===== src/rtl/core/srev_pkg.sv =====
`timescale 1ns / 1ps

package srev_pkg;

  localparam int MAX_GROUP_DEF = 16;
  localparam int VAL_W         = 32;
  localparam int CFG_W         = 5;

  typedef enum logic [1:0] {
    ST_IDLE,
    ST_READ,
    ST_SHOW
  } state_t;

  // Commands from the controller to the datapath.
  typedef struct packed {
    logic load;   // input beat accepted this cycle
    logic rd;     // issue a buffer read for the current output position
    logic adv;    // output beat taken, step to the next position
  } cmd_t;

  // Status from the datapath to the controller.
  typedef struct packed {
    logic flush;     // the beat at the input would close a run
    logic run_last;  // the beat being shown ends its run
  } sts_t;

endpackage


===== src/rtl/core/srev_ram.sv =====
`timescale 1ns / 1ps

module srev_ram #(
  parameter int WIDTH = 32,
  parameter int DEPTH = 16
) (
  input  logic                                      clk,
  input  logic                                      wr_en,
  input  logic [(DEPTH > 1 ? $clog2(DEPTH) : 1)-1:0] wr_addr,
  input  logic [WIDTH-1:0]                          wr_data,
  input  logic                                      rd_en,
  input  logic [(DEPTH > 1 ? $clog2(DEPTH) : 1)-1:0] rd_addr,
  output logic [WIDTH-1:0]                          rd_data
);

  logic [WIDTH-1:0] mem [DEPTH];

  always_ff @(posedge clk) begin
    if (wr_en) begin
      mem[wr_addr] <= wr_data;
    end
    if (rd_en) begin
      rd_data <= mem[rd_addr];
    end
  end

endmodule


===== src/rtl/core/srev_ctrl.sv =====
`timescale 1ns / 1ps

module srev_ctrl (
  input  logic          clk,
  input  logic          rst_n,
  input  logic          in_tvalid,
  output logic          in_tready,
  output logic          out_tvalid,
  input  logic          out_tready,
  input  srev_pkg::sts_t sts,
  output srev_pkg::cmd_t cmd
);

  import srev_pkg::*;

  state_t state_r, state_nxt;

  always_ff @(posedge clk) begin
    if (!rst_n) begin
      state_r <= ST_IDLE;
    end else begin
      state_r <= state_nxt;
    end
  end

  always_comb begin
    state_nxt  = state_r;
    in_tready  = 1'b0;
    out_tvalid = 1'b0;
    cmd        = '0;
    unique case (state_r)
      ST_IDLE: begin
        in_tready = 1'b1;
        if (in_tvalid) begin
          cmd.load = 1'b1;
          if (sts.flush) begin
            state_nxt = ST_READ;
          end
        end
      end
      ST_READ: begin
        cmd.rd    = 1'b1;
        state_nxt = ST_SHOW;
      end
      ST_SHOW: begin
        out_tvalid = 1'b1;
        if (out_tready) begin
          if (sts.run_last) begin
            state_nxt = ST_IDLE;
          end else begin
            cmd.adv   = 1'b1;
            state_nxt = ST_READ;
          end
        end
      end
      default: state_nxt = ST_IDLE;
    endcase
  end

endmodule


===== src/rtl/core/srev_dp.sv =====
`timescale 1ns / 1ps

module srev_dp #(
  parameter int MAX_GROUP = srev_pkg::MAX_GROUP_DEF
) (
  input  logic                        clk,
  input  logic                        rst_n,
  input  logic                        cfg_wr_en,
  input  logic [srev_pkg::CFG_W-1:0]  cfg_wr_data,
  input  logic [srev_pkg::VAL_W-1:0]  in_value,
  input  logic                        in_last,
  input  srev_pkg::cmd_t              cmd,
  output srev_pkg::sts_t              sts,
  output logic [srev_pkg::VAL_W-1:0]  out_value,
  output logic                        out_run_end,
  output logic                        out_stream_end
);

  import srev_pkg::*;

  localparam int CW = $clog2(MAX_GROUP + 1);
  localparam int AW = (MAX_GROUP > 1) ? $clog2(MAX_GROUP) : 1;
  localparam int EW = ((CW > CFG_W) ? CW : CFG_W) + 1;

  logic [CFG_W-1:0] group_size_r;
  logic [CW-1:0]    fill_r, fill_nxt;
  logic [CW-1:0]    n_r, n_nxt;
  logic [CW-1:0]    idx_r, idx_nxt;
  logic             rev_r, rev_nxt;
  logic             end_r, end_nxt;
  logic             run_end_r, stream_end_r;

  logic [EW-1:0]    eff_size;
  logic [EW-1:0]    n_in;
  logic             full_hit;
  logic             pos_last;
  logic [CW-1:0]    rd_pos;

  // Sizes of zero act as one; sizes above the buffer depth act as the depth.
  always_comb begin
    if (group_size_r == '0) begin
      eff_size = EW'(1);
    end else if (EW'(group_size_r) > EW'(MAX_GROUP)) begin
      eff_size = EW'(MAX_GROUP);
    end else begin
      eff_size = EW'(group_size_r);
    end
  end

  assign n_in      = EW'(fill_r) + EW'(1);
  assign full_hit  = (n_in >= eff_size);
  assign sts.flush = full_hit || in_last;

  assign pos_last     = (idx_r == n_r - CW'(1));
  assign sts.run_last = run_end_r;
  assign rd_pos       = rev_r ? (n_r - CW'(1) - idx_r) : idx_r;

  always_comb begin
    fill_nxt = fill_r;
    n_nxt    = n_r;
    idx_nxt  = idx_r;
    rev_nxt  = rev_r;
    end_nxt  = end_r;
    if (cmd.load) begin
      if (sts.flush) begin
        fill_nxt = '0;
        n_nxt    = CW'(n_in);
        idx_nxt  = '0;
        rev_nxt  = full_hit;
        end_nxt  = in_last;
      end else begin
        fill_nxt = CW'(n_in);
      end
    end else if (cmd.adv) begin
      idx_nxt = idx_r + CW'(1);
    end
  end

  always_ff @(posedge clk) begin
    if (!rst_n) begin
      group_size_r <= CFG_W'(1);
      fill_r       <= '0;
      n_r          <= '0;
      idx_r        <= '0;
      rev_r        <= 1'b0;
      end_r        <= 1'b0;
      run_end_r    <= 1'b0;
      stream_end_r <= 1'b0;
    end else begin
      if (cfg_wr_en) begin
        group_size_r <= cfg_wr_data;
      end
      fill_r <= fill_nxt;
      n_r    <= n_nxt;
      idx_r  <= idx_nxt;
      rev_r  <= rev_nxt;
      end_r  <= end_nxt;
      // Flags follow the read so they line up with the registered RAM data.
      if (cmd.rd) begin
        run_end_r    <= pos_last;
        stream_end_r <= pos_last && end_r;
      end
    end
  end

  srev_ram #(
    .WIDTH (VAL_W),
    .DEPTH (MAX_GROUP)
  ) u_ram (
    .clk     (clk),
    .wr_en   (cmd.load),
    .wr_addr (fill_r[AW-1:0]),
    .wr_data (in_value),
    .rd_en   (cmd.rd),
    .rd_addr (rd_pos[AW-1:0]),
    .rd_data (out_value)
  );

  assign out_run_end    = run_end_r;
  assign out_stream_end = stream_end_r;

  a_fill_below_depth: assert property (@(posedge clk) disable iff (!rst_n)
    fill_r <= CW'(MAX_GROUP - 1))
    else $error("fill count reached the buffer depth");

  a_flush_clears_fill: assert property (@(posedge clk) disable iff (!rst_n)
    (cmd.load && sts.flush) |=> (fill_r == '0))
    else $error("fill count not cleared after a run closed");

  a_read_in_run: assert property (@(posedge clk) disable iff (!rst_n)
    cmd.rd |-> (idx_r < n_r))
    else $error("read position beyond the run length");

endmodule


===== src/rtl/core/stream_group_reverser.sv =====
`timescale 1ns / 1ps

// Channel | Direction | Ports                     | Contents
// in      | slave     | in_tvalid/tready/tdata/.. | tdata: item_value; tlast: stream_last
// out     | master    | out_tvalid/tready/tdata/..| tdata: out_value; tlast: run_end;
//         |           |                           | tuser: stream_end
// cfg     | write     | cfg_wr_en, cfg_wr_data    | group_size
//
// Input beats that do not close a run are taken one per cycle.
// A beat that closes a run of n values is followed by n output beats; for each, the
// buffer is first read into its output register and then the beat is presented.
// in_tready is low while a run drains; a stalled output beat holds its data.
// Reset is synchronous: it empties the buffer count and sets group_size to 1.
module stream_group_reverser #(
  parameter int MAX_GROUP = srev_pkg::MAX_GROUP_DEF
) (
  input  logic                       clk,
  input  logic                       rst_n,
  input  logic                       cfg_wr_en,
  input  logic [srev_pkg::CFG_W-1:0] cfg_wr_data,  // group_size
  input  logic                       in_tvalid,
  output logic                       in_tready,
  input  logic [srev_pkg::VAL_W-1:0] in_tdata,     // [31:0] item_value
  input  logic                       in_tlast,
  output logic                       out_tvalid,
  input  logic                       out_tready,
  output logic [srev_pkg::VAL_W-1:0] out_tdata,    // [31:0] out_value
  output logic                       out_tlast,
  output logic                       out_tuser     // [0] stream_end
);

  import srev_pkg::*;

  cmd_t cmd;
  sts_t sts;

  srev_ctrl u_ctrl (
    .clk        (clk),
    .rst_n      (rst_n),
    .in_tvalid  (in_tvalid),
    .in_tready  (in_tready),
    .out_tvalid (out_tvalid),
    .out_tready (out_tready),
    .sts        (sts),
    .cmd        (cmd)
  );

  srev_dp #(
    .MAX_GROUP (MAX_GROUP)
  ) u_dp (
    .clk            (clk),
    .rst_n          (rst_n),
    .cfg_wr_en      (cfg_wr_en),
    .cfg_wr_data    (cfg_wr_data),
    .in_value       (in_tdata),
    .in_last        (in_tlast),
    .cmd            (cmd),
    .sts            (sts),
    .out_value      (out_tdata),
    .out_run_end    (out_tlast),
    .out_stream_end (out_tuser)
  );

endmodule

===== config.mk =====
export PLATFORM = sky130hd
export DESIGN_NAME = stream_group_reverser
export DESIGN_NICKNAME = d
export VERILOG_FILES = /design/src/rtl/core/srev_pkg.sv /design/src/rtl/core/srev_ram.sv /design/src/rtl/core/srev_ctrl.sv /design/src/rtl/core/srev_dp.sv /design/src/rtl/core/stream_group_reverser.sv
export SDC_FILE = /design/constraint.sdc
export NUM_CORES = 1
export LEC_CHECK = 0
export BUFFER_PORTS_ARGS = -buffer_cell sky130_fd_sc_hd__buf_4
export CAP_MARGIN = 15
export CORE_UTILIZATION = 45
export CTS_CLUSTER_DIAMETER = 50
export DETAILED_ROUTE_END_ITERATION = 8
export GPL_TIMING_DRIVEN = 0
export SETUP_SLACK_MARGIN = 0.4
export SLEW_MARGIN = 40
export SYNTH_ARGS = -nofsm -noshare
export SYNTH_HDL_FRONTEND = slang
export SYNTH_SLANG_ARGS = --single-unit

===== constraint.sdc =====
create_clock -name clk -period 5.1 [get_ports clk]
set_input_delay 0.765 -clock clk [delete_from_list [all_inputs] [get_ports clk]]
set_output_delay 0.765 -clock clk [all_outputs]
set_load 0.1 [all_outputs]

After elaboration in Yosys (flattened, before gate mapping)
Memories as Yosys holds them, arrays and structs flattened. A register that Yosys moved wholly into a read port is not among the register bits.
Index checks and enable logic that the tools add are counted.
Word-level totals
  register bits: 26
  RAM bits: 512
  input port bits: 43
  output and inout bits: 36
  logic and storage cells: 53
  memories: 1
Memory list
  u_dp.u_ram.mem: words 16, width 32, rd ports 1, clocked after Yosys merged registers in 1, wr ports 1, line srev_ram.sv:16  | logic [WIDTH-1:0] mem [DEPTH];
Operators by class
  $add $sub $neg: 4
  order comparisons: 2
  eq/ne operators: 7
  muxes and demuxes: 22
  reduce and logical (&&, ||, !) cells: 8
Operators by type and width (count)
  5-bit two-way mux: 5
  1-bit two-way mux: 11
  2-bit inequality test, second input constant: 4
  5-bit by 1-bit adder with 6-bit output, second input constant: 1
  6-bit >= comparator: 1
  2-bit two-way mux: 3
  6-bit two-way mux: 1
  2-bit one-hot mux with 3 select lines: 1
  5-bit by 1-bit adder with 5-bit output, second input constant: 1
  5-bit equality test: 1
  5-bit greater-than comparator, second input constant: 1
  5-bit zero test: 1
  5-bit by 1-bit subtractor with 5-bit output, second input constant: 1
  4-bit two-way mux: 1
  2-bit AND reduction: 2
  4-bit subtractor: 1
  3-bit AND reduction: 1
  2-bit by 1-bit equality test with 1-bit output, second input constant: 1
  2-bit equality test, second input constant: 1
  2-bit zero test: 1
  2-bit nonzero test: 1
  1-bit logical AND: 1
  1-bit logical OR: 1

Longest topological paths before layout
Gate-level depths: netlist of run 1.
  depth after elaboration: 8
  mapped depth: 12
  gate-level depth less buffers: 10

Modules after synthesis
From an unflattened synthesis of run 1, not the netlist that was laid out.
Second synthesis, totals
  cell total of the unflattened synthesis: 1018
  area total of the unflattened synthesis: 21715.8 um2
Modules (own cells, without submodules)
  srev_ram: instances 1, cells an instance 838, area an instance 20156.8 um2, sequential area each 16335.7 um2
  srev_dp: instances 1, cells an instance 166, area an instance 1428.9 um2, sequential area each 480.5 um2
  srev_ctrl: instances 1, cells an instance 14, area an instance 130.1 um2, sequential area each 40.0 um2

Worst setup path after synthesis of run 1
No wires, ideal clock.
  kind: reg2reg
  start: register u_ctrl.state_r[1]
  end: memory u_dp.u_ram.mem[3][0], enable pin
  arrival time: 4.564 ns
  data required time: 4.639 ns
  path slack: 0.075 ns
  cell stages (with the launch flop): 6
  clock period less this slack: 5.025 ns
  path through: dfxtp_1 nor2_1 and2_1 clkbuf_1 nand2_1 nor3_1
Between the ends
  cells in the longest elaborated chain, start to end: 4
RTL lines
  start: declaration: line srev_ctrl.sv:16  | state_t state_r, state_nxt;
  start signal: assignment: line srev_ctrl.sv:22  | state_r <= state_nxt;
  2-bit zero test: line srev_ctrl.sv:31  | unique case (state_r)
  1-bit two-way mux: line srev_ctrl.sv:31
  1-bit two-way mux: line srev_ram.sv:19  | if (wr_en) begin
  1-bit two-way mux (not written as such): line srev_ram.sv:20  | mem[wr_addr] <= wr_data;
  end: declaration: line srev_ram.sv:16
No other way between the ends.

Worst setup path after layout of run 1
  start: register u_dp.n_r[0]
  end: register u_dp.u_ram.rd_data[10] (read register of u_dp.u_ram.mem) (data pin)
Between the ends
  cells in the longest elaborated chain, start to end: 3
RTL lines
  start: declaration: line srev_dp.sv:27  | logic [CW-1:0] n_r, n_nxt;
  start signal: assignment: line srev_dp.sv:94  | n_r <= n_nxt;
  5-bit by 1-bit subtractor with 5-bit output
  4-bit subtractor: line srev_dp.sv:56  | assign rd_pos = rev_r ? (n_r - CW'(1) - idx_r) : idx_r;
  4-bit two-way mux: line srev_dp.sv:56
  end: declaration: line srev_ram.sv:13  | output logic [WIDTH-1:0] rd_data
No other way between the ends.
A chain may end at the register's enable or synchronous reset.

==> results.md, run 1 <==
* Outcome: completed
* Layout cells sized above 1 at 27.00%
* Placed cells at 1905
* Clock power share at 38.3%
* Critical Path Source: u_dp.n_r[0]
* Critical path data arrival time at 3.68 ns
* Fillers at 3811
* PnR worst setup slack at 1.814 ns
* Port Buffer Count at 77
* First-pass DRT Iterations at 5
* Core footprint at 48950 um2
* Critical Path End Type: flop
* Library cells used by synthesis at 47
* Net Sw Frac at 23.69%
* Final setup viols at 0
* PD cells at 396.4 nW/um2
* Final slew viol count at 0
* Cell area after synthesis at 22290 um2
* Vias/cell at 5.451
* Total grt overflow at 0
* Worst Hold Launch: cfg_wr_data[0]
* Fin crit share at 64.44%
* Share of flip-flops with an asynchronous set or reset at 0%
* Worst slew pin tran at 0.6889 ns
* Placer Congestion at 0.7475
* Worst r2r src: u_dp.n_r[0]
* Chip width at 224.6 um
* CTS Hold Bufs at 0
* Clock Tree Root: clkbuf_16
* Combinational Power Share at 11.4%
* Crit Path Class: flop to flop
* HP Class: primary input to flop
* Synth Instances at 1122
* CTS tree: built
* Avg Cell Area, Syn at 19.87 um2
* Top_reg_cell synth: edfxtp_1
* Relative slew slack at 54.08%
* R2R cell count at 11
* Max cap viols at 0
* Initial core utilization at 45.54%
* Syn Nets at 1180
* Switching Power at 2.468 mW
* H-tree levels at 2
* Hpwl dp at 31360 um
* 1st-iter DRT viols at 782
* Total track usage at 19.63%
* Post-synth EDFFs at 544
* Worst hold stages at 3
* CP Max Fanout at 10
* Clk buf depth at 3
* Period minus WS final at 3.286 ns
* WL per Instance at 23.69 um
* Total wire length at 47670 um
* P_int at 7.951 mW
* Vias in the first global route at 11517
* Post-CTS Setup Inserts at 0
* Top-Level Pins at 79
* Synth Warn # at 0
* Dpl ws at 1.796 ns
* Drc violations at 0
* CTS resizes at 0
* Layout Nets at 1360
* Initial antenna violation count at 0
* Max VDD drop at 0.2441 mV
* Die H at 224.6 um
* Fmax at 0.3043 GHz
* Antenna viol nets, final at 0
* Overall Power at 10.42 mW
* Leakage at 8.810 nW
* RSZ-0062 raised after global routing: no
* Post-synthesis register bit count at 570
* CTS Sinks at 570
* Crit path launch type: flop
* Post-synthesis sequential area ratio at 75.61%
* Reg clk slew, reported paths at 0.06 ns
* Clock latency on the worst-skew pair at 0.61 ns
* Required time of the worst setup path at 5.49 ns
* Cell Rows at 81
* Total number of vias at 10968
* Antenna Cells at 0
* Clk_skew at 0.01076 ns
* Setup_tns at 0 ns
* Die area at 50430 um2
* Flop pwr share at 50.3%
* Final hold violation count at 0
* First-pass GRT wire length at 72180 um
* Largest net degree at the start of global routing at 21
* Area Overhead vs Synth at 17.91%
* Final Non-Filler Cells at 2012
* TritonCTS buffer count at 59
==> power by group through the flow <==
| stage | clock network, mW | registers (mW) | logic, mW |
|---|---|---|---|
| after floorplan | 0 | 5.51 | 0.656 |
| after global placement | 0 | 5.34 | 1.17 |
| after detailed placement | 0 | 5.33 | 1.21 |
| after CTS | 4.08 | 5.24 | 1.21 |
| after global routing | 4.25 | 5.24 | 1.28 |
| final | 4.00 | 5.24 | 1.19 |
==> Yosys cell counts (2+ instances only) <==
library cell | number | share of area [%]
clkbuf_2 | 3 | 0.067
mux4_1 | 29 | 3.4
nand2b_1 | 5 | 0.14
nor3_2 | 2 | 0.090
o21ai_0 | 12 | 0.27
a21boi_0 | 7 | 0.24
ha_1 | 14 | 0.79
a21oi_1 | 3 | 0.067
edfxtp_1 | 544 | 73
nor2b_1 | 11 | 0.31
o21ai_2 | 2 | 0.079
buf_4 | 3 | 0.10
xor2_1 | 5 | 0.20
mux4_2 | 99 | 10
xnor2_1 | 6 | 0.24
nor3_1 | 7 | 0.16
and3_1 | 32 | 0.90
and2_1 | 2 | 0.056
clkbuf_1 | 10 | 0.17
dfxtp_1 | 26 | 2.3
buf_12 | 8 | 0.72
mux2i_1 | 5 | 0.22
buf_2 | 24 | 0.54
nor3b_1 | 2 | 0.067
nand3_1 | 16 | 0.36
a31oi_1 | 32 | 0.90
buf_6 | 6 | 0.30
inv_1 | 9 | 0.15
nand2_1 | 153 | 2.6
nand4_1 | 3 | 0.084
o21a_1 | 3 | 0.10
nor2_1 | 24 | 0.40
==> worst max-delay path, stage by stage (launching register included) <==
cell and delay [ns]:
dfxtp_1 0.41, inv_1 0.07, ha_1 0.33, fa_1 0.39
xnor2_1 0.14, nand2_1 0.10, o21a_1 0.13, clkbuf_1 0.52
buf_2 0.40, nand2_1 0.09, and3_1 0.17, a31oi_1 0.30
==> layout make-up <==
type | instances | area (um2) | share of cell area, %
buffer | 56 | 445.4 | 1.695
clock buffer | 78 | 1589 | 6.045
clock inverter | 29 | 197.7 | 0.7521
inverter | 9 | 36.28 | 0.1380
multi-input combinational | 487 | 5092 | 19.37
sequential | 570 | 16860 | 64.13
tap | 664 | 830.8 | 3.161
timing repair buffer | 119 | 1237 | 4.708
==> registers in the layout, summed over array words and instances (netlist names) <==
signal               count
u_ctrl.state_r           2
u_dp.end_r               1
u_dp.fill_r              5
u_dp.group_size_r        5
u_dp.idx_r               5
u_dp.n_r                 5
u_dp.out_run_end         1
u_dp.out_stream_end      1
u_dp.rev_r               1
u_dp.u_ram.mem         512
u_dp.u_ram.rd_data      32
==> final timing paths <==
kind | to | slack (ns)
setup / recovery | u_dp.u_ram.rd_data[10] | 1.81
hold / removal | u_dp.group_size_r[0] | 0.38
setup reg to reg | u_dp.u_ram.rd_data[10] | 1.81
hold reg to reg | u_dp.n_r[4] | 0.48
==> cell families (layout without fill, tap and decap cells) <==
family | count (synthesis) | count (layout) | synth area share, %
xor+xnor | 11 | 11 | 0.4322
fa+ha+maj | 15 | 15 | 0.8756
compound gates | 67 | 67 | 2.004
buf+inv | 65 | 291 | 2.150
simple gates | 261 | 261 | 5.282
flops | 570 | 570 | 75.61
mux | 133 | 133 | 13.64
==> stage by stage <==
stage / instance area [um2] / util, % / hold slack (ns)
detailed placement: 24500 / 50.05 / 0.4650
finish: 26290 / 53.70 / 0.3763
global placement: 23720 / 48.46 / 0.4584
floorplan: 22310 / - / 0.4424
global route: 26290 / 53.70 / 0.3645
CTS: 26290 / 53.70 / 0.3462
==> placed cells by master (no fill, tap or decap), drive strengths merged, types with 2 or more instances in the layout <==
cell	instances
a21boi	7
a21oi	4
a31oi	33
and2	2
and3	32
buf	161
bufinv	2
clkbuf	92
clkinv	24
dfxtp	26
edfxtp	544
ha	14
inv	11
mux2i	5
mux4	128
nand2	154
nand2b	5
nand3	16
nand4	3
nor2	24
nor2b	11
nor3	9
nor3b	2
o21a	3
o21ai	14
xnor2	6
xor2	5
==> routing by layer <==
layer / wire length [um] / up-vias / share of wire [%] / global-route usage [%]
met4: 1000 / 0 / 2.1 / 6.188
li1: - / 4908 / - / -
met5: 0 / - / 0 / 0
met3: 2048 / 63 / 4.3 / 2.887
met2: 23420 / 253 / 49 / 32.04
met1: 21200 / 5744 / 44 / 27.45
(Power assumes the default switching activity.)
==> run 2, diff against run 1 <==
==> constraint.sdc (replaced) <==
create_clock -name clk -period 3 [get_ports clk]
set_input_delay 0.45 -clock clk [delete_from_list [all_inputs] [get_ports clk]]
set_output_delay 0.45 -clock clk [all_outputs]
set_load 0.1 [all_outputs]
==> run 2 against run 1 <==
Effect of this change:
- clock skew up 0.0073 ns
- routed wire length is 3.3% higher
- utilization increased by 2.6 points
- critical endpoint is now u_dp.u_ram.rd_data[21]
- sequential cell count did not move
- fmax grew 23%
- final cell count grew 0.99%
- first-iteration DRC count increased by 9.0%
- hold slack lost 0.27 ns
- register-to-register slack worse by 1.5 ns
==> results.md, run 2 (synthesis gave the netlist of run 1 again) <==
* Outcome: completed
* Fillers at 3654 (-4.1%)
* Fmax at 0.3750 GHz (+23%)
* Reg2reg end: u_dp.u_ram.rd_data[21]
* Core footprint at 48950 um2 (unchanged)
* Required time of the worst setup path at 3.31 ns (-2.18 ns)
* Area Overhead vs Synth at 23.72%
* Util after Layout at 56.35% (+2.6 points)
* Initial core utilization at 45.54% (unchanged)
* Biggest regs: u_dp.u_ram.mem (512), u_dp.u_ram.rd_data (32)
* 1st-iter DRT viols at 852 (+9.0%)
* Most Crowded Layer GR: met2
* Total number of vias at 11194 (+2.1%)
* Initial antenna violation count at 0 (unchanged)
* Hold Slack at 0.1030 ns (-0.2733 ns)
* Period minus WS final at 2.666 ns (-0.6199 ns)
* Leakage at 9.195 nW (+4.4%)
* First-pass DRT Iterations at 5 (unchanged)
* Worst hold stages at 3 (unchanged)
* Layout Nets at 1381 (+1.5%)
* Clk buf depth at 3 (unchanged)
* CTS tree: built
* Final hold violation count at 0 (unchanged)
* R2R cell count at 11 (unchanged)
* CP Max Fanout at 6 (-4)
* Most frequent cells in the layout: edfxtp_1, nand2_1, mux4_2, buf_4, clkbuf_16
* Critical Path End Type: flop
* Chip width at 224.6 um (unchanged)
* Commonest non-fill, non-tap cell in the layout: edfxtp_1
* Clk_skew at 0.01802 ns (+0.007268 ns)
* Vias in the first global route at 11740 (+1.9%)
* Port Buffer Count at 77 (unchanged)
* Total track usage at 20.25% (+0.61 points)
* Total grt overflow at 0 (unchanged)
* P_int at 14.53 mW (+83%)
* Met1 Resource Use GR at 27.30% (-0.15 points)
* Clock Tree Root: clkbuf_16
* Biggest register: u_dp.u_ram.mem
* Die area at 50430 um2 (unchanged)
* Final setup viols at 0 (unchanged)
* CTS Sinks at 570 (unchanged)
* Crit Path Class: flop to flop
* Worst slew pin tran at 0.5238 ns (-0.1651 ns)
* Critical path data arrival time at 2.97 ns (-0.71 ns)
* TritonCTS buffer count at 66 (+12%)
* RSZ-0062 raised after global routing: yes
* Placer Congestion at 0.7318 (-2.1%)
* Fin crit share at 88.88% (+24 points)
* WL per Instance at 24.24 um (+2.3%)
* Switching Power at 4.406 mW (+79%)
* Largest net degree at the start of global routing at 23 (+9.5%)
* Hpwl dp at 31600 um (+0.77%)
* Drc violations at 0 (unchanged)
* PD cells at 686.4 nW/um2 (+73%)
* Max cap viols at 0 (unchanged)
* Die H at 224.6 um (unchanged)
* Vias/cell at 5.509 (+1.1%)
* Final slew viol count at 0 (unchanged)
* Total wire length at 49270 um (+3.3%)
* Met3 Resource Use GR at 3.854% (+0.97 points)
* Hold path endpoint: u_dp.group_size_r[0]
* Crit path launch type: flop
* Net Sw Frac at 23.28% (-0.41 points)
* Antenna viol nets, final at 0 (unchanged)
* Antenna Cells at 0 (unchanged)
* Layout cells sized above 1 at 34.28% (+7.3 points)
* Worst r2r src: u_dp.n_r[0]
* H-tree levels at 3 (+1)
* Reg clk slew, reported paths at 0.06 ns (about the same)
* Worst Hold Launch: cfg_wr_data[0]
* FF-to-FF setup slack at 0.33 ns (-1.48 ns)
* Relative slew slack at 64.97% (+11 points)
* HP Class: primary input to flop
* Max VDD drop at 0.4171 mV (+71%)
* Top-Level Pins at 79 (unchanged)
* Clock power share at 40.7% (+2.4 points)
* Largest register FFs at 512 (unchanged)
* Cell Rows at 81 (unchanged)
* Flop pwr share at 47.0% (-3.3 points)
* First-pass GRT wire length at 73980 um (+2.5%)
* Clock latency on the worst-skew pair at 0.58 ns (-0.03 ns)
* Met2 GRT Util at 33.96% (+1.9 points)
* Combinational Power Share at 12.3% (+0.9 points)
==> run 2: cell count changes in the layout (fill, tap and decap cells not counted), sizes merged <==
cell	previous run	this run
bufinv	2	4
inv	11	12
clkbuf	92	98
clkinv	24	22
clkinvlp	1	4
buf	161	171
==> run 2: metal layers <==
metal	routed length (um)	part of all wire [%]	up-vias
met2	24920	51	274
li1	-	-	4954
met4	889	1.8	0
met1	21110	43	5894
met5	0	0	-
met3	2346	4.8	72
==> run 2: layout make-up <==
class | count | area [um2] | share of cell area, %
well taps | 664 | 830.8 | 3.012
multi-input cells | 487 | 5445 | 19.74
clock inverters | 33 | 281.5 | 1.021
flip-flops and latches | 570 | 16870 | 61.15
plain buffers | 56 | 739.5 | 2.681
clock buffers | 80 | 1821 | 6.600
repair buffers | 133 | 1562 | 5.661
inverters | 9 | 36.28 | 0.1316
==> run 2: worst max-delay path by stage <==
stage | slack (ns) | from | endpoint | cells after the start
6_report | 0.33 | u_dp.n_r[0] | u_dp.u_ram.rd_data[21] | 11
5_1_grt | 0.27 | u_dp.n_r[0] | u_dp.u_ram.rd_data[14] | 10
4_1_cts | 0.33 | u_dp.n_r[0] | u_dp.u_ram.rd_data[26] | 11
3_5_place_dp | -0.17 | u_dp.n_r[0] | u_dp.u_ram.rd_data[29] | 11
3_3_place_gp | -0.57 | u_dp.fill_r[2] | u_dp.u_ram.mem[5][15] | 3
2_1_floorplan | 0.30 | u_ctrl.state_r[0] | u_dp.u_ram.mem[10][0] | 5
==> run 2: worst max-delay path, stage by stage, from the launching register on <==
cell       delay (ns)
dfxtp_2          0.34
inv_2            0.05
ha_4             0.27
fa_1             0.45
a21oi_4          0.24
buf_12           0.14
clkbuf_16        0.17
clkbuf_16        0.16
mux4_2           0.28
nand2_1          0.07
and3_4           0.19
a31oi_1          0.05
==> run 2: power groups by stage <==
stage	clock, mW	combinational, mW	sequential [mW]
finish	7.71	2.32	8.90
global placement	0	2.01	9.07
detailed placement	0	2.06	9.07
CTS	7.86	2.29	8.91
floorplan	0	1.13	9.36
global route	8.14	2.48	8.91
==> run 2: timing repair <==
item / in CTS / in global routing
buffers inserted: 8 / 1
setup endpoints to repair: 50 / 47
hold buffers: 0 / 0
pin swaps: 9 / 26
resized for setup: 118 / 38
gates cloned: 4 / 3
==> run 2: stage by stage <==
step	TNS [ns]	worst slack (ns)	area, um2	total power [mW]	std cells
3_3_place_gp	-111.18	-0.5686	23850	11.08	1863
2_1_floorplan	0	0.2958	22440	10.49	1122
3_5_place_dp	-1.182	-0.1710	24610	11.13	1903
6_report	0	0.3336	27580	18.93	2032
5_1_grt	0	0.2745	27580	19.53	2032
4_1_cts	0	0.3257	27380	19.06	2028
==> run 3, diff against run 2 <==
--- a/config.mk
+++ b/config.mk
@@ -11,7 +11,7 @@
 export CTS_CLUSTER_DIAMETER = 50
 export DETAILED_ROUTE_END_ITERATION = 8
 export GPL_TIMING_DRIVEN = 0
-export SETUP_SLACK_MARGIN = 0.4
+export SETUP_SLACK_MARGIN = 0.5
 export SLEW_MARGIN = 40
 export SYNTH_ARGS = -nofsm -noshare
 export SYNTH_HDL_FRONTEND = slang
==> run 3 against run 2 <==
Effect of this change:
- hold slack lost 0.034 ns
- first-iteration DRC count increased by 10%
- total power fell by 4.0%
- largest power group unchanged
- critical path type unchanged
- die area unchanged
- fmax is 0.16% lower
- critical path depth unchanged
- sequential share of layout area increased by 0.78 points
- utilization down 0.70 points
- design area shrank 1.2%
- global-route usage about the same
- non-clock buffer count up 3
- highest routed layer unchanged
- clock power fell by 9.9%
==> results.md, run 3 (synthesis gave the netlist of run 1 again) <==
* HP Class: primary input to flop
* Final hold violation count at 0 (unchanged)
* PnR worst setup slack at 0.3295 ns (-0.004161 ns)
* CTS Sinks at 570 (unchanged)
* Worst hold stages at 3 (unchanged)
* Hold path endpoint: u_dp.group_size_r[0]
* Worst r2r src: u_dp.n_r[0]
* Outcome: completed
* Crit path cell chain: inv_2 -> ha_4 -> fa_1 -> a21oi_4 -> buf_6 -> clkbuf_16 -> clkbuf_16 -> mux4_2 -> nand2_1 -> and3_4 -> a31oi_2
* Layout Nets at 1376 (-0.36%)
* First-pass DRT Iterations at 5 (unchanged)
* Core footprint at 48950 um2 (unchanged)
* Largest net degree at the start of global routing at 20 (-13%)
* CTS Hold Bufs at 0 (unchanged)
* Clk_skew at 0.01814 ns (+0.0001216 ns)
* Top Family by Delay on Critical Path: adder cells
* Top-Level Pins at 79 (unchanged)
* Final setup viols at 0 (unchanged)
* Hold Slack at 0.06876 ns (-0.03422 ns)
* Reg clk slew, reported paths at 0.06 ns (about the same)
* Antenna viol nets, final at 0 (unchanged)
* Slowest cell on the critical path: fa_1
* Final slew viol count at 0 (unchanged)
* Initial antenna violation count at 0 (unchanged)
* Total wire length at 49690 um (+0.85%)
* Dpl ws at -0.1086 ns (+0.06233 ns)
* Worst Hold Launch: cfg_wr_data[0]
* First-pass GRT wire length at 74000 um (about the same)
* Die H at 224.6 um (unchanged)
* Area Overhead vs Synth at 22.19%
* Biggest register: u_dp.u_ram.mem
* Max cap viols at 0 (unchanged)
* Placer Congestion at 0.7417 (+1.4%)
* Fin crit share at 89.02% (+0.14 points)
* Max VDD drop at 0.4204 mV (+0.80%)
* Port Buffer Count at 77 (unchanged)
* Commonest non-fill, non-tap cell in the layout: edfxtp_1
* Clk buf depth at 3 (unchanged)
* Vias/cell at 5.505 (about the same)
* Antenna Cells at 0 (unchanged)
* Total grt overflow at 0 (unchanged)
* Largest register FFs at 512 (unchanged)
* Worst Path Buf+Inv at 4 (unchanged)
* FF-to-FF setup slack at 0.33 ns (about the same)
* Relative slew slack at 55.22% (-9.7 points)
* Placed cells at 1904 (+0.053%)
* Hpwl dp at 31790 um (+0.59%)
* Drc violations at 0 (unchanged)
* Area of the multi-input gates at 5443 um2 (about the same)
* CP Max Fanout at 6 (unchanged)
* Period minus WS final at 2.671 ns (+0.004161 ns)
* Initial core utilization at 45.54% (unchanged)
* RSZ-0062 raised after global routing: yes
* Leakage at 9.079 nW (-1.3%)
* Vias in the first global route at 11678 (-0.53%)
* Reg2reg end: u_dp.u_ram.rd_data[25]
* Crit path top cell by count: clkbuf_16
* Cell Rows at 81 (unchanged)
* PD cells at 667.2 nW/um2 (-2.8%)
* Critical path data arrival time at 3.02 ns (+0.05 ns)
* Layout cells sized above 1 at 33.19% (-1.1 points)
* Register area at 16870 um2 (about the same)
* 1st-iter DRT viols at 938 (+10%)
* R2R cell count at 11 (unchanged)
* Fmax at 0.3745 GHz (-0.16%)
* Fillers at 3729 (+2.1%)
* Critical Path End Type: flop
* Crit Path Class: flop to flop
* Total number of vias at 11170 (-0.21%)
* Clock Tree Root: clkbuf_16
* Required time of the worst setup path at 3.35 ns (+0.04 ns)
* Most frequent cells in the layout: edfxtp_1, nand2_1, mux4_2, buf_4, clkbuf_16
* Final Non-Filler Cells at 2029 (-0.15%)
* CTS tree: built
* WL per Instance at 24.49 um (+1.0%)
* TritonCTS buffer count at 58 (-12%)
* Biggest regs: u_dp.u_ram.mem (512), u_dp.u_ram.rd_data (32)
* Crit path launch type: flop
* Clock latency on the worst-skew pair at 0.60 ns (+0.02 ns)
* Slowest stage delay, CP at 0.48 ns (+0.03 ns)
* Chip width at 224.6 um (unchanged)
* H-tree levels at 2 (-1)
* Total track usage at 20.27% (+0.020 points)
* Worst slew pin tran at 0.6715 ns (+0.1478 ns)
* Die area at 50430 um2 (unchanged)
* Setup_tns at 0 ns (unchanged)
[run 3: routing by layer]
metal / vias to the layer above / share of wire (%) / track usage, % / wire length [um]
met5: - / 0 / 0 / 0
met4: 0 / 2.4 / 6.210 / 1172
met3: 80 / 4.4 / 2.743 / 2204
met2: 285 / 49 / 33.49 / 24310
met1: 5858 / 44 / 28.19 / 22000
li1: 4947 / - / - / -
[run 3: timing repair]
action | in CTS | in global routing
endpoints found under the setup margin | 50 | 40
setup buffers | 11 | 2
pin swaps | 22 | 15
gates cloned | 4 | 1
resized for setup | 114 | 31
[run 3: worst max path at each step]
| stage | startpoint | endpoint | slack [ns] | cells after the start |
|---|---|---|---|---|
| floorplan | u_ctrl.state_r[0] | u_dp.u_ram.mem[3][0] | 0.36 | 5 |
| global placement | in_tvalid | u_dp.u_ram.mem[1][16] | -0.30 | 5 |
| detailed placement | u_dp.n_r[0] | u_dp.u_ram.rd_data[0] | -0.11 | 10 |
| CTS | u_dp.n_r[0] | u_dp.u_ram.rd_data[27] | 0.32 | 11 |
| global route | u_dp.n_r[0] | u_dp.u_ram.rd_data[30] | 0.27 | 10 |
| finish | u_dp.n_r[0] | u_dp.u_ram.rd_data[25] | 0.33 | 11 |
[run 3: where the power goes]
part / leakage, nW / internal (mW) / switching, mW
combinational: 3.05 / 0.997 / 1.33
clock: 0.903 / 4.02 / 2.93
sequential: 5.13 / 8.86 / 0.0355
total: 9.08 / 13.9 / 4.29
[run 3: area by class of cell]
class                           instances  share of cell area (%)
Inverter                                9                  0.1332
Multi-Input combinational cell        487                   19.98
Clock inverter                         28                  0.8268
Clock buffer                           79                   5.926
Tap cell                              664                   3.050
Timing Repair Buffer                  136                   5.388
Sequential cell                       570                   61.93
Buffer                                 56                   2.765
[run 3: tightest hold or removal path, stage by stage]
cell and delay, ns:
buf_4 0.08, mux2i_1 0.06, nand2_1 0.06
[run 3: per-stage QoR]
stage	cell area [um2]	utilization, %	total power [mW]
after floorplan	22530	-	10.50
after global placement	23940	48.90	11.10
after detailed placement	24580	50.22	11.15
after CTS	27090	55.34	18.29
after global routing	27240	55.65	18.75
final	27240	55.65	18.17
